### config.mk
export PLATFORM = sky130hd
export DESIGN_NAME = prime_test_trial_division
export DESIGN_NICKNAME = d
export VERILOG_FILES = /design/src/design/ptd_pkg.sv /design/src/design/prime_test_trial_division.sv
export SDC_FILE = /design/constraint.sdc
export NUM_CORES = 1
export LEC_CHECK = 0
export BUFFER_PORTS_ARGS = -buffer_cell sky130_fd_sc_hd__buf_2
export CORE_MARGIN = 8
export CORE_UTILIZATION = 55
export CTS_CLUSTER_DIAMETER = 120
export DETAILED_ROUTE_END_ITERATION = 10
export HOLD_SLACK_MARGIN = 0.15
export PLACE_DENSITY = 0.72
export SYNTH_ARGS = -nofsm -noshare
export SYNTH_HDL_FRONTEND = slang
export SYNTH_SLANG_ARGS = --single-unit
export TNS_END_PERCENT = 1
### constraint.sdc
create_clock -name clk_i -period 14.58 [get_ports clk_i]
set_input_delay 2.187 -clock clk_i [delete_from_list [all_inputs] [get_ports clk_i]]
set_output_delay 2.187 -clock clk_i [all_outputs]
set_load 0.01 [all_outputs]
### src/design/ptd_pkg.sv
// Shared constants for the trial-division primality tester.
package ptd_pkg;

  // Which divisor the shared remainder unit is currently working on.
  typedef logic [1:0] phase_t;
  localparam phase_t PhaseThree    = 2'd0;
  localparam phase_t PhaseLow      = 2'd1;
  localparam phase_t PhaseHigh     = 2'd2;

  // Fixed values of the 6k +/- 1 candidate sequence.
  localparam int unsigned LargestSmallPrime = 3;
  localparam int unsigned FirstCandidate    = 5;
  localparam int unsigned CandidateStep     = 6;
  localparam int unsigned PairOffset        = 2;
  localparam int unsigned SquareStepMul     = 12;  // (d+6)^2 - d^2 = 12d + 36
  localparam int unsigned SquareStepAdd     = 36;

endpackage

### src/design/prime_test_trial_division.sv
// Top level of the trial-division primality tester with a shared remainder unit.
//
// Usage: drive number_i and raise start. The request is taken at a rising
// clock edge where start is high and busy is low; unless it is answered at
// once, busy stays high until the answer. The answer appears on is_prime_o
// for exactly one clock cycle, marked by valid_o; the receiver must take it
// in that cycle, as there is no way to hold it off. busy is already low in
// that cycle, so a new request may be issued right alongside the answer.
//
// Negative numbers, 0, 1, 2, 3 and even numbers are answered in the cycle
// right after the request is taken, and such requests may come in every
// cycle. Other numbers go through one shared bit-serial remainder unit:
// one remainder by 3, then for every candidate pair d, d + 2
// (d = 5, 11, 17, ...) one bound check and two remainders. The bound d*d is
// kept by addition, so no multiplier is present.
//
// Reset clears the sequencer and the answer strobe; no request is in flight.
module prime_test_trial_division
  import ptd_pkg::*;
#(
  parameter int unsigned NUM_WIDTH = 32
) (
  input  logic                        clk_i,
  input  logic                        rst_ni,
  input  logic                        start,
  output logic                        busy,
  input  logic signed [NUM_WIDTH-1:0] number_i,
  output logic                        valid_o,
  output logic                        is_prime_o
);

  // Width of the bit counter that walks the dividend from the top bit down.
  localparam int unsigned CntWidth = (NUM_WIDTH > 1) ? $clog2(NUM_WIDTH) : 1;
  // The running square only ever exceeds the number by less than one step,
  // so two extra bits keep it from wrapping.
  localparam int unsigned SqWidth = NUM_WIDTH + 2;

  localparam logic [1:0] StIdle  = 2'd0;
  localparam logic [1:0] StBound = 2'd1;
  localparam logic [1:0] StDiv   = 2'd2;

  logic [1:0]           state_q, state_d;
  phase_t               phase_q, phase_d;
  logic [NUM_WIDTH-1:0] value_q, value_d;     // number under test
  logic [NUM_WIDTH-1:0] cand_q, cand_d;       // current d of the 6k - 1 series
  logic [SqWidth-1:0]   square_q, square_d;   // d * d, kept by addition
  logic [NUM_WIDTH-1:0] divisor_q, divisor_d;
  logic [NUM_WIDTH-1:0] rem_q, rem_d;
  logic [CntWidth-1:0]  cnt_q, cnt_d;
  logic                 valid_q, valid_d;
  logic                 prime_q, prime_d;

  logic                 accept;
  logic [NUM_WIDTH-1:0] rem_shift;
  logic [NUM_WIDTH-1:0] rem_step;
  logic [SqWidth-1:0]   cand_wide;

  assign accept = start && !busy;
  assign busy   = (state_q != StIdle);

  // One restoring division step: bring in the next dividend bit, subtract
  // the divisor if it fits. The remainder stays below the divisor, which is
  // below 2^(NUM_WIDTH-1), so the shifted value fits NUM_WIDTH bits.
  assign rem_shift = {rem_q[NUM_WIDTH-2:0], value_q[cnt_q]};
  assign rem_step  = (rem_shift >= divisor_q) ? (rem_shift - divisor_q) : rem_shift;

  assign cand_wide = SqWidth'(cand_q);

  always_comb begin
    state_d   = state_q;
    phase_d   = phase_q;
    value_d   = value_q;
    cand_d    = cand_q;
    square_d  = square_q;
    divisor_d = divisor_q;
    rem_d     = rem_q;
    cnt_d     = cnt_q;
    valid_d   = 1'b0;
    prime_d   = prime_q;

    case (state_q)
      StIdle: begin
        if (accept) begin
          value_d = number_i;
          if (number_i[NUM_WIDTH-1] || (number_i <= NUM_WIDTH'(1))) begin
            // Negative numbers, zero and one are not prime.
            valid_d = 1'b1;
            prime_d = 1'b0;
          end else if (number_i <= NUM_WIDTH'(LargestSmallPrime)) begin
            valid_d = 1'b1;
            prime_d = 1'b1;
          end else if (!number_i[0]) begin
            valid_d = 1'b1;
            prime_d = 1'b0;
          end else begin
            // Odd and above three: check divisibility by three first.
            phase_d   = PhaseThree;
            divisor_d = NUM_WIDTH'(LargestSmallPrime);
            rem_d     = '0;
            cnt_d     = CntWidth'(NUM_WIDTH - 1);
            state_d   = StDiv;
          end
        end
      end

      StBound: begin
        if (square_q > SqWidth'(value_q)) begin
          // No candidate up to the square root divides the number.
          valid_d = 1'b1;
          prime_d = 1'b1;
          state_d = StIdle;
        end else begin
          phase_d   = PhaseLow;
          divisor_d = cand_q;
          rem_d     = '0;
          cnt_d     = CntWidth'(NUM_WIDTH - 1);
          state_d   = StDiv;
        end
      end

      StDiv: begin
        rem_d = rem_step;
        cnt_d = cnt_q - CntWidth'(1);
        if (cnt_q == '0) begin
          if (rem_step == '0) begin
            valid_d = 1'b1;
            prime_d = 1'b0;
            state_d = StIdle;
          end else begin
            case (phase_q)
              PhaseThree: begin
                cand_d   = NUM_WIDTH'(FirstCandidate);
                square_d = SqWidth'(FirstCandidate * FirstCandidate);
                state_d  = StBound;
              end
              PhaseLow: begin
                // Try the partner d + 2 of the same pair.
                phase_d   = PhaseHigh;
                divisor_d = cand_q + NUM_WIDTH'(PairOffset);
                rem_d     = '0;
                cnt_d     = CntWidth'(NUM_WIDTH - 1);
              end
              default: begin
                // Advance to the next pair; (d+6)^2 = d^2 + 12d + 36.
                cand_d   = cand_q + NUM_WIDTH'(CandidateStep);
                square_d = square_q + (cand_wide << 3) + (cand_wide << 2)
                           + SqWidth'(SquareStepAdd);
                state_d  = StBound;
              end
            endcase
          end
        end
      end

      default: begin
        state_d = StIdle;
      end
    endcase
  end

  // Control state with reset.
  always_ff @(posedge clk_i or negedge rst_ni) begin
    if (!rst_ni) begin
      state_q <= StIdle;
      valid_q <= 1'b0;
    end else begin
      state_q <= state_d;
      valid_q <= valid_d;
    end
  end

  // Datapath registers need no reset.
  always_ff @(posedge clk_i) begin
    phase_q   <= phase_d;
    value_q   <= value_d;
    cand_q    <= cand_d;
    square_q  <= square_d;
    divisor_q <= divisor_d;
    rem_q     <= rem_d;
    cnt_q     <= cnt_d;
    prime_q   <= prime_d;
  end

  assign valid_o    = valid_q;
  assign is_prime_o = prime_q;

endmodule

Word-level counts from Yosys, hierarchy flattened:

Index checks and enable logic that the tools add are counted.

* logic and storage cells: 120
* output and inout port bits: 3
* register bits after elaboration: 172
* bits of input ports: 35

* reductions and logical operators: 15
* $lt $le $gt $ge: 5
* add/subtract/negate cells: 7
* mux-type cells: 66
* equal/unequal tests: 15
* bitwise operators: 2

Operators with widths (count)
* two-way mux 32 bit: 9
* two-way mux 31 bit: 8
* one-hot mux 32 bit (3 select lines): 1
* one-hot mux 31 bit (3 select lines): 1
* adder 34 bit: 2
* one-hot mux 34 bit (2 select lines): 1
* less-or-equal comparator 32 x 2 -> 1 bit, second input constant: 2
* one-hot mux 32 bit (2 select lines): 1
* two-way mux 5 bit: 8
* adder 34 x 6 -> 34 bit, second input constant: 1
* > comparator 34 x 32 -> 1 bit: 1
* adder 32 x 2 -> 32 bit, second input constant: 1
* adder 32 x 3 -> 32 bit, second input constant: 1
* greater-or-equal comparator 32 bit: 1
* zero test 32 bit: 1
* two-way mux 2 bit: 16
* subtractor 32 bit: 1
* inequality test 2 bit, second input constant: 10
* AND reduction 6 bit: 3
* two-way mux 1 bit: 15
* one-hot mux 5 bit (3 select lines): 1
* one-hot mux 2 bit (3 select lines): 2
* AND reduction 9 bit: 1
* less-than comparator 5 x 6 -> 1 bit, second input constant: 1
* other kinds (17): 21

Longest topological paths before layout:

* word-level depth: 8
* mapped depth: 20

Worst setup path after synthesis:

Ideal clock, no wire load.

* path kind: reg2reg
* start point: reg cnt_q[1]
* end point: reg cand_q[10] (enable)
* path buffers: 1
* arrival: 8.668 ns
* library setup time: 0.558 ns
* setup slack: 5.353 ns
* cell stages (with the launch flop): 20
* path through: edfxtp_1 > clkbuf_1 > mux4_2 > mux4_2 > mux2i_1 > ha_1 > inv_1 > fa_1 > nand3_1 > a21oi_1 > a2111oi_0 > o21ai_1 > o31ai_2 > o311ai_1 > a21boi_1 > xnor2_1 > o41ai_1 > nand3b_1 > nand2_1 > nor3_1

* cells in the longest elaborated chain, start to end: 7
* elaborated cells on any way between the ends: 9
* those cells by class: add/sub: 1; order compare: 1; mux: 3; bitwise: 1; reduce/logical: 3

Ends and longest elaborated chain
* start: declaration: line prime_test_trial_division.sv:49 `logic [CntWidth-1:0] cnt_q, cnt_d;`
* start signal: assignment: line prime_test_trial_division.sv:180 `cnt_q <= cnt_d;`
* binary-select mux 1 bit (select 5 bit): line prime_test_trial_division.sv:64 `assign rem_shift = {rem_q[NUM_WIDTH-2:0], value_q[cnt_q]};`
* two-way mux 1 bit (not written as such): line prime_test_trial_division.sv:64
* subtractor 32 bit or greater-or-equal comparator 32 bit (tied branches): line prime_test_trial_division.sv:65 `assign rem_step = (rem_shift >= divisor_q) ? (rem_shift - divisor_q) : rem_shift;`
* two-way mux 32 bit: line prime_test_trial_division.sv:65
* zero test 32 bit: line prime_test_trial_division.sv:125 `if (rem_step == '0) begin`
* inverter 1 bit (no source line)
* AND reduction 4 bit (no source line) (*)
* end signal: assignment: line prime_test_trial_division.sv:176 `cand_q <= cand_d;`
* end: declaration: line prime_test_trial_division.sv:45 `logic [NUM_WIDTH-1:0] cand_q, cand_d;`

Mark *: on every way between the ends. The rest lies on a longest branch, timed or not. The select of a mux whose other input is x is not followed.
A chain may end at the register's enable or synchronous reset.

Worst setup path after layout:

* start point: reg cnt_q[1]
* end point: reg divisor_q[4] (enable)

* cells in the longest elaborated chain, start to end: 7
* elaborated cells on any way between the ends: 10
* those cells by class: add/sub: 1; order compare: 1; eq/ne: 2; mux: 3; reduce/logical: 3

Ends and longest elaborated chain
* binary-select mux 1 bit (select 5 bit): line prime_test_trial_division.sv:64
* two-way mux 1 bit (not written as such): line prime_test_trial_division.sv:64
* subtractor 32 bit or greater-or-equal comparator 32 bit (tied branches): line prime_test_trial_division.sv:65
* two-way mux 32 bit: line prime_test_trial_division.sv:65
* zero test 32 bit: line prime_test_trial_division.sv:125
* inequality test 2 bit (no source line)
* AND reduction 9 bit (no source line) (*)
* end signal: assignment: line prime_test_trial_division.sv:178 `divisor_q <= divisor_d;`
* end: declaration: line prime_test_trial_division.sv:47 `logic [NUM_WIDTH-1:0] divisor_q, divisor_d;`

Marks and branches as above.

==> flow_results.xml <==
<?xml version="1.0" encoding="UTF-8"?>
<metrics>
  <group name="global_route">
    <metric name="first_global_vias" unit="">10049</metric>
    <metric name="grt_first_pass_wirelength" unit="µm">51500</metric>
    <metric name="grtUsageTotal" unit="%">22.2</metric>
    <metric name="grt_max_degree" unit="">63</metric>
    <metric name="grt_overflow_total" unit="">0</metric>
    <metric name="antenna_found_initial" unit="">0</metric>
  </group>
  <group name="pwr">
    <metric name="power_density" unit="mW/mm²">204</metric>
    <metric name="power.total" unit="mW">2.91</metric>
    <metric name="peakVddDrop" unit="µV">148</metric>
    <metric name="seq_power_share" unit="%">28.2</metric>
    <metric name="internal-power" unit="mW">1.61</metric>
    <metric name="share_comb_of_total_power" unit="%">55.5</metric>
    <metric name="p_sw_share" unit="%">44.6</metric>
    <metric name="power.static_leakage" unit="nW">5.86</metric>
    <metric name="power.net_switching" unit="mW">1.30</metric>
    <metric name="power.clock.fraction" unit="%">16.4</metric>
  </group>
  <group name="cts">
    <metric name="tritoncts" unit="">built</metric>
    <metric name="post-cts-setup-buffer-count" unit="">0</metric>
    <metric name="post_cts_resized" unit="">0</metric>
    <metric name="clock_sinks" unit="">168</metric>
    <metric name="cts-root-to-sink-buffers" unit="">2</metric>
    <metric name="cts_max_level" unit="">4</metric>
    <metric name="clk-insertion-delay-late" unit="ns">0.44</metric>
    <metric name="hold_buffers" unit="">0</metric>
    <metric name="clockRootBuffer" unit="">sky130_fd_sc_hd__clkbuf_16</metric>
    <metric name="cts_buf_count" unit="">17</metric>
    <metric name="clkTransAtPathRegs" unit="ns">0.06</metric>
  </group>
  <group name="layout">
    <metric name="final_util" unit="%">60.9</metric>
    <metric name="final_cell_count_no_fill" unit="">1671</metric>
    <metric name="final_cell_mix" unit="">sky130_fd_sc_hd__edfxtp_1 (165), sky130_fd_sc_hd__ha_1 (156), sky130_fd_sc_hd__nor2_1 (141), sky130_fd_sc_hd__a21oi_1 (95), sky130_fd_sc_hd__inv_1 (90)</metric>
    <metric name="final_common_cell" unit="">sky130_fd_sc_hd__edfxtp_1</metric>
    <metric name="drive_above_1_share" unit="%">7.99</metric>
    <metric name="syn2layout_area_growth" unit="%">8.40</metric>
    <metric name="antenna_cells_inserted" unit="">0</metric>
    <metric name="number_of_fill_cells" unit="">1932</metric>
    <metric name="fin_nets" unit="">1561</metric>
  </group>
  <group name="logic_synthesis">
    <metric name="postSynth.topFlopCell" unit="">sky130_fd_sc_hd__edfxtp_1</metric>
    <metric name="post_synth_main_area_contributors" unit="">sky130_fd_sc_hd__edfxtp_1 (38%), sky130_fd_sc_hd__ha_1 (15%), sky130_fd_sc_hd__fa_1 (4.7%), sky130_fd_sc_hd__nor2_1 (4.1%), sky130_fd_sc_hd__a21oi_1 (3.6%)</metric>
    <metric name="yosysSeqAreaShare" unit="%">38.2</metric>
    <metric name="netlist.area_leader.share" unit="%">37.6</metric>
    <metric name="cell_area_after_technology_mapping" unit="mm²">0.0132</metric>
    <metric name="postSynth.asyncResetShare" unit="%">1.79</metric>
    <metric name="synthesis.area_per_instance" unit="µm²">10.0</metric>
    <metric name="postSynthNetCount" unit="">1535</metric>
    <metric name="post_synth_edffs" unit="">165</metric>
    <metric name="synth.largest_area_cell" unit="">sky130_fd_sc_hd__edfxtp_1</metric>
    <metric name="synth_warn" unit="">0</metric>
    <metric name="yosysUniqueCellTypes" unit="">71</metric>
    <metric name="cell_count_after_synthesis" unit="">1313</metric>
    <metric name="synth.ff_latch_count" unit="">168</metric>
  </group>
  <group name="run_status">
    <metric name="run_status" unit="">finished, final reports clean</metric>
  </group>
  <group name="floorplanning">
    <metric name="num_io_pins" unit="">38</metric>
    <metric name="core_area" unit="mm²">0.0235</metric>
    <metric name="die_height" unit="µm">171</metric>
    <metric name="initial_utilization" unit="%">56.1</metric>
    <metric name="die_w" unit="µm">171</metric>
    <metric name="design.die.area" unit="mm²">0.0292</metric>
    <metric name="rows" unit="">56</metric>
  </group>
  <group name="drt">
    <metric name="drt_first_iter_violations" unit="">840</metric>
    <metric name="route.detailed.drc" unit="">0</metric>
    <metric name="detail-route-antenna-nets" unit="">0</metric>
    <metric name="dr_total_vias" unit="">10015</metric>
    <metric name="wl" unit="µm">31300</metric>
    <metric name="wl_per_cell" unit="µm">18.7</metric>
    <metric name="detailedRoute.firstPassIterationCount" unit="">5</metric>
    <metric name="post_detailed_route_via_to_cell_ratio" unit="">5.99</metric>
  </group>
  <group name="sta">
    <metric name="totalNegativeSetupSlack" unit="ns">0</metric>
    <metric name="final.setup_skew" unit="ns">0.0149</metric>
    <metric name="tightestPinTransition" unit="ns">0.895</metric>
    <metric name="finalCritPeriodShare" unit="%">46.2</metric>
    <metric name="period_needed" unit="ns">6.74</metric>
    <metric name="timing.max_slew.rel_slack" unit="%">40.4</metric>
    <metric name="grt_setup_unrepaired" unit="">false</metric>
    <metric name="timing.fmax" unit="GHz">0.148</metric>
    <metric name="setup_violations" unit="">0</metric>
    <metric name="timing.final.max_slew_violations" unit="">0</metric>
    <metric name="setup_slack" unit="ns">7.84</metric>
    <metric name="finalHoldViolCount" unit="">0</metric>
  </group>
  <group name="flow_run">
    <metric name="timing.max_cap.violations" unit="">0</metric>
  </group>
  <group name="min_path">
    <metric name="worstHoldPathType" unit="">register to register</metric>
  </group>
  <group name="critical_path">
    <metric name="timing.critical_path.fanout_max" unit="">47</metric>
    <metric name="worstPathRequired" unit="ns">14.67</metric>
    <metric name="cp-end-kind" unit="">register</metric>
    <metric name="worstPathArrival" unit="ns">6.82</metric>
    <metric name="worst_setup_path_start_kind" unit="">register</metric>
    <metric name="path_class" unit="">register to register</metric>
    <metric name="r2r_setup_slack" unit="ns">7.84</metric>
  </group>
  <group name="placement">
    <metric name="globalplace.congestion" unit="">0.920</metric>
    <metric name="numPlacedInstances" unit="">1639</metric>
    <metric name="dpl.hpwl" unit="µm">23900</metric>
    <metric name="port-buffer-count" unit="">37</metric>
    <metric name="place_worst_setup_slack" unit="ns">7.94</metric>
  </group>
</metrics>
[power by group through the flow]
| stage | clock (mW) | combinational, mW | sequential, mW |
|---|---|---|---|
| 3_3_place_gp | 0 | 1.56 | 0.828 |
| 4_1_cts | 0.481 | 1.59 | 0.821 |
| 6_report | 0.476 | 1.62 | 0.821 |
| 3_5_place_dp | 0 | 1.58 | 0.831 |
| 5_1_grt | 0.498 | 1.78 | 0.835 |
| 2_1_floorplan | 0 | 1.23 | 0.800 |
[registers in the layout, summed over array words and instances, names as in the netlist]
register,flops
rem_q,31
value_q,32
is_prime_o,1
divisor_q,32
cand_q,31
square_q,31
valid_o,1
phase_q,2
cnt_q,5
state_q,2
[cells in the mapped netlist, types with 6 or more instances]
cell and count:
sky130_fd_sc_hd__and3_1 10, sky130_fd_sc_hd__a21o_1 36, sky130_fd_sc_hd__nor3_1 26, sky130_fd_sc_hd__a21boi_0 7
sky130_fd_sc_hd__xor2_1 38, sky130_fd_sc_hd__a21oi_1 95, sky130_fd_sc_hd__fa_1 31, sky130_fd_sc_hd__nand3_1 26
sky130_fd_sc_hd__nand3b_1 6, sky130_fd_sc_hd__edfxtp_1 165, sky130_fd_sc_hd__or3_1 8, sky130_fd_sc_hd__ha_1 156
sky130_fd_sc_hd__nor2_1 143, sky130_fd_sc_hd__o21ai_0 76, sky130_fd_sc_hd__inv_1 90, sky130_fd_sc_hd__nor4_1 18
sky130_fd_sc_hd__nand2b_1 12, sky130_fd_sc_hd__xnor2_1 43, sky130_fd_sc_hd__nor2b_1 17, sky130_fd_sc_hd__o21a_1 10
sky130_fd_sc_hd__nand2_1 84, sky130_fd_sc_hd__and2_1 10, sky130_fd_sc_hd__clkbuf_1 29, sky130_fd_sc_hd__a31oi_1 18
sky130_fd_sc_hd__mux4_2 10, sky130_fd_sc_hd__nand4_1 26, sky130_fd_sc_hd__or2_2 8, sky130_fd_sc_hd__mux2i_1 23
sky130_fd_sc_hd__o211ai_1 8
[stage by stage]
| stage | area [µm²] | hold slack [ns] |
|---|---|---|
| 2_1_floorplan | 13200 | 0.534 |
| 3_5_place_dp | 13700 | 0.580 |
| 5_1_grt | 14300 | 0.620 |
| 6_report | 14300 | 0.597 |
| 4_1_cts | 14300 | 0.599 |
| 3_3_place_gp | 13700 | 0.577 |
[final timing paths]
check,start,end,cells past startpoint
worst max-delay path,cnt_q[1]$_SDFFCE_PN1P_,divisor_q[4]$_SDFFCE_PN0P_,20
worst min-delay path,state_q[1]$_DFFE_PN0P_,state_q[1]$_DFFE_PN0P_,1
worst max register to register,cnt_q[1]$_SDFFCE_PN1P_,divisor_q[4]$_SDFFCE_PN0P_,20
worst min register to register,state_q[1]$_DFFE_PN0P_,state_q[1]$_DFFE_PN0P_,1
max in group asynchronous,rst_ni,valid_o$_DFF_PN0_,1
min in group asynchronous,rst_ni,state_q[0]$_DFFE_PN0P_,1
[critical path, cell delays in order, from the launching register on]
cell and delay, ns:
sky130_fd_sc_hd__edfxtp_1 0.69, sky130_fd_sc_hd__mux4_2 0.58, sky130_fd_sc_hd__mux4_2 0.49, sky130_fd_sc_hd__mux2i_1 0.45, sky130_fd_sc_hd__ha_1 0.26, sky130_fd_sc_hd__inv_1 0.05
sky130_fd_sc_hd__fa_1 0.40, sky130_fd_sc_hd__nand3_1 0.14, sky130_fd_sc_hd__a21oi_1 0.10, sky130_fd_sc_hd__a211oi_2 0.33, sky130_fd_sc_hd__o211ai_2 0.22, sky130_fd_sc_hd__o22ai_4 0.17
sky130_fd_sc_hd__buf_4 0.49, sky130_fd_sc_hd__or4_1 0.21, sky130_fd_sc_hd__nor3_1 0.05, sky130_fd_sc_hd__a31oi_1 0.27, sky130_fd_sc_hd__a221oi_2 0.06, sky130_fd_sc_hd__nand3b_1 0.17
sky130_fd_sc_hd__a21bo_2 0.61, sky130_fd_sc_hd__and2_1 0.22, sky130_fd_sc_hd__buf_4 0.37
[routing by layer]
layer	GRT usage, %	vias up	part of all wire [%]
li1	-	4851	-
met1	29.7	4834	46
met2	37.6	294	49
met3	2.81	36	4.1
met4	5.95	0	1.5
met5	0	-	0
[cell type report]
cell class	count	area (µm²)	area share, %
Timing Repair Buffer	44	238	1.66
Tap cell	319	399	2.79
Clock buffer	18	429	3.00
Clock inverter	14	181	1.27
Inverter	90	338	2.36
Sequential cell	168	5030	35.2
Multi-Input combinational cell	1018	7670	53.7
[logic make-up after synthesis]
family / Yosys count / synth area share [%]
AO/OA/AOI/OAI: 304 / 14.5
XOR/XNOR: 81 / 5.38
adder cells (fa/ha/maj): 187 / 19.5
buffers and inverters: 127 / 3.84
flip-flops: 168 / 38.2
multiplexers: 36 / 3.71
other: 1 / 0.0285
AND/OR/NAND/NOR: 409 / 14.9
Power figures use the tool's default switching activity.
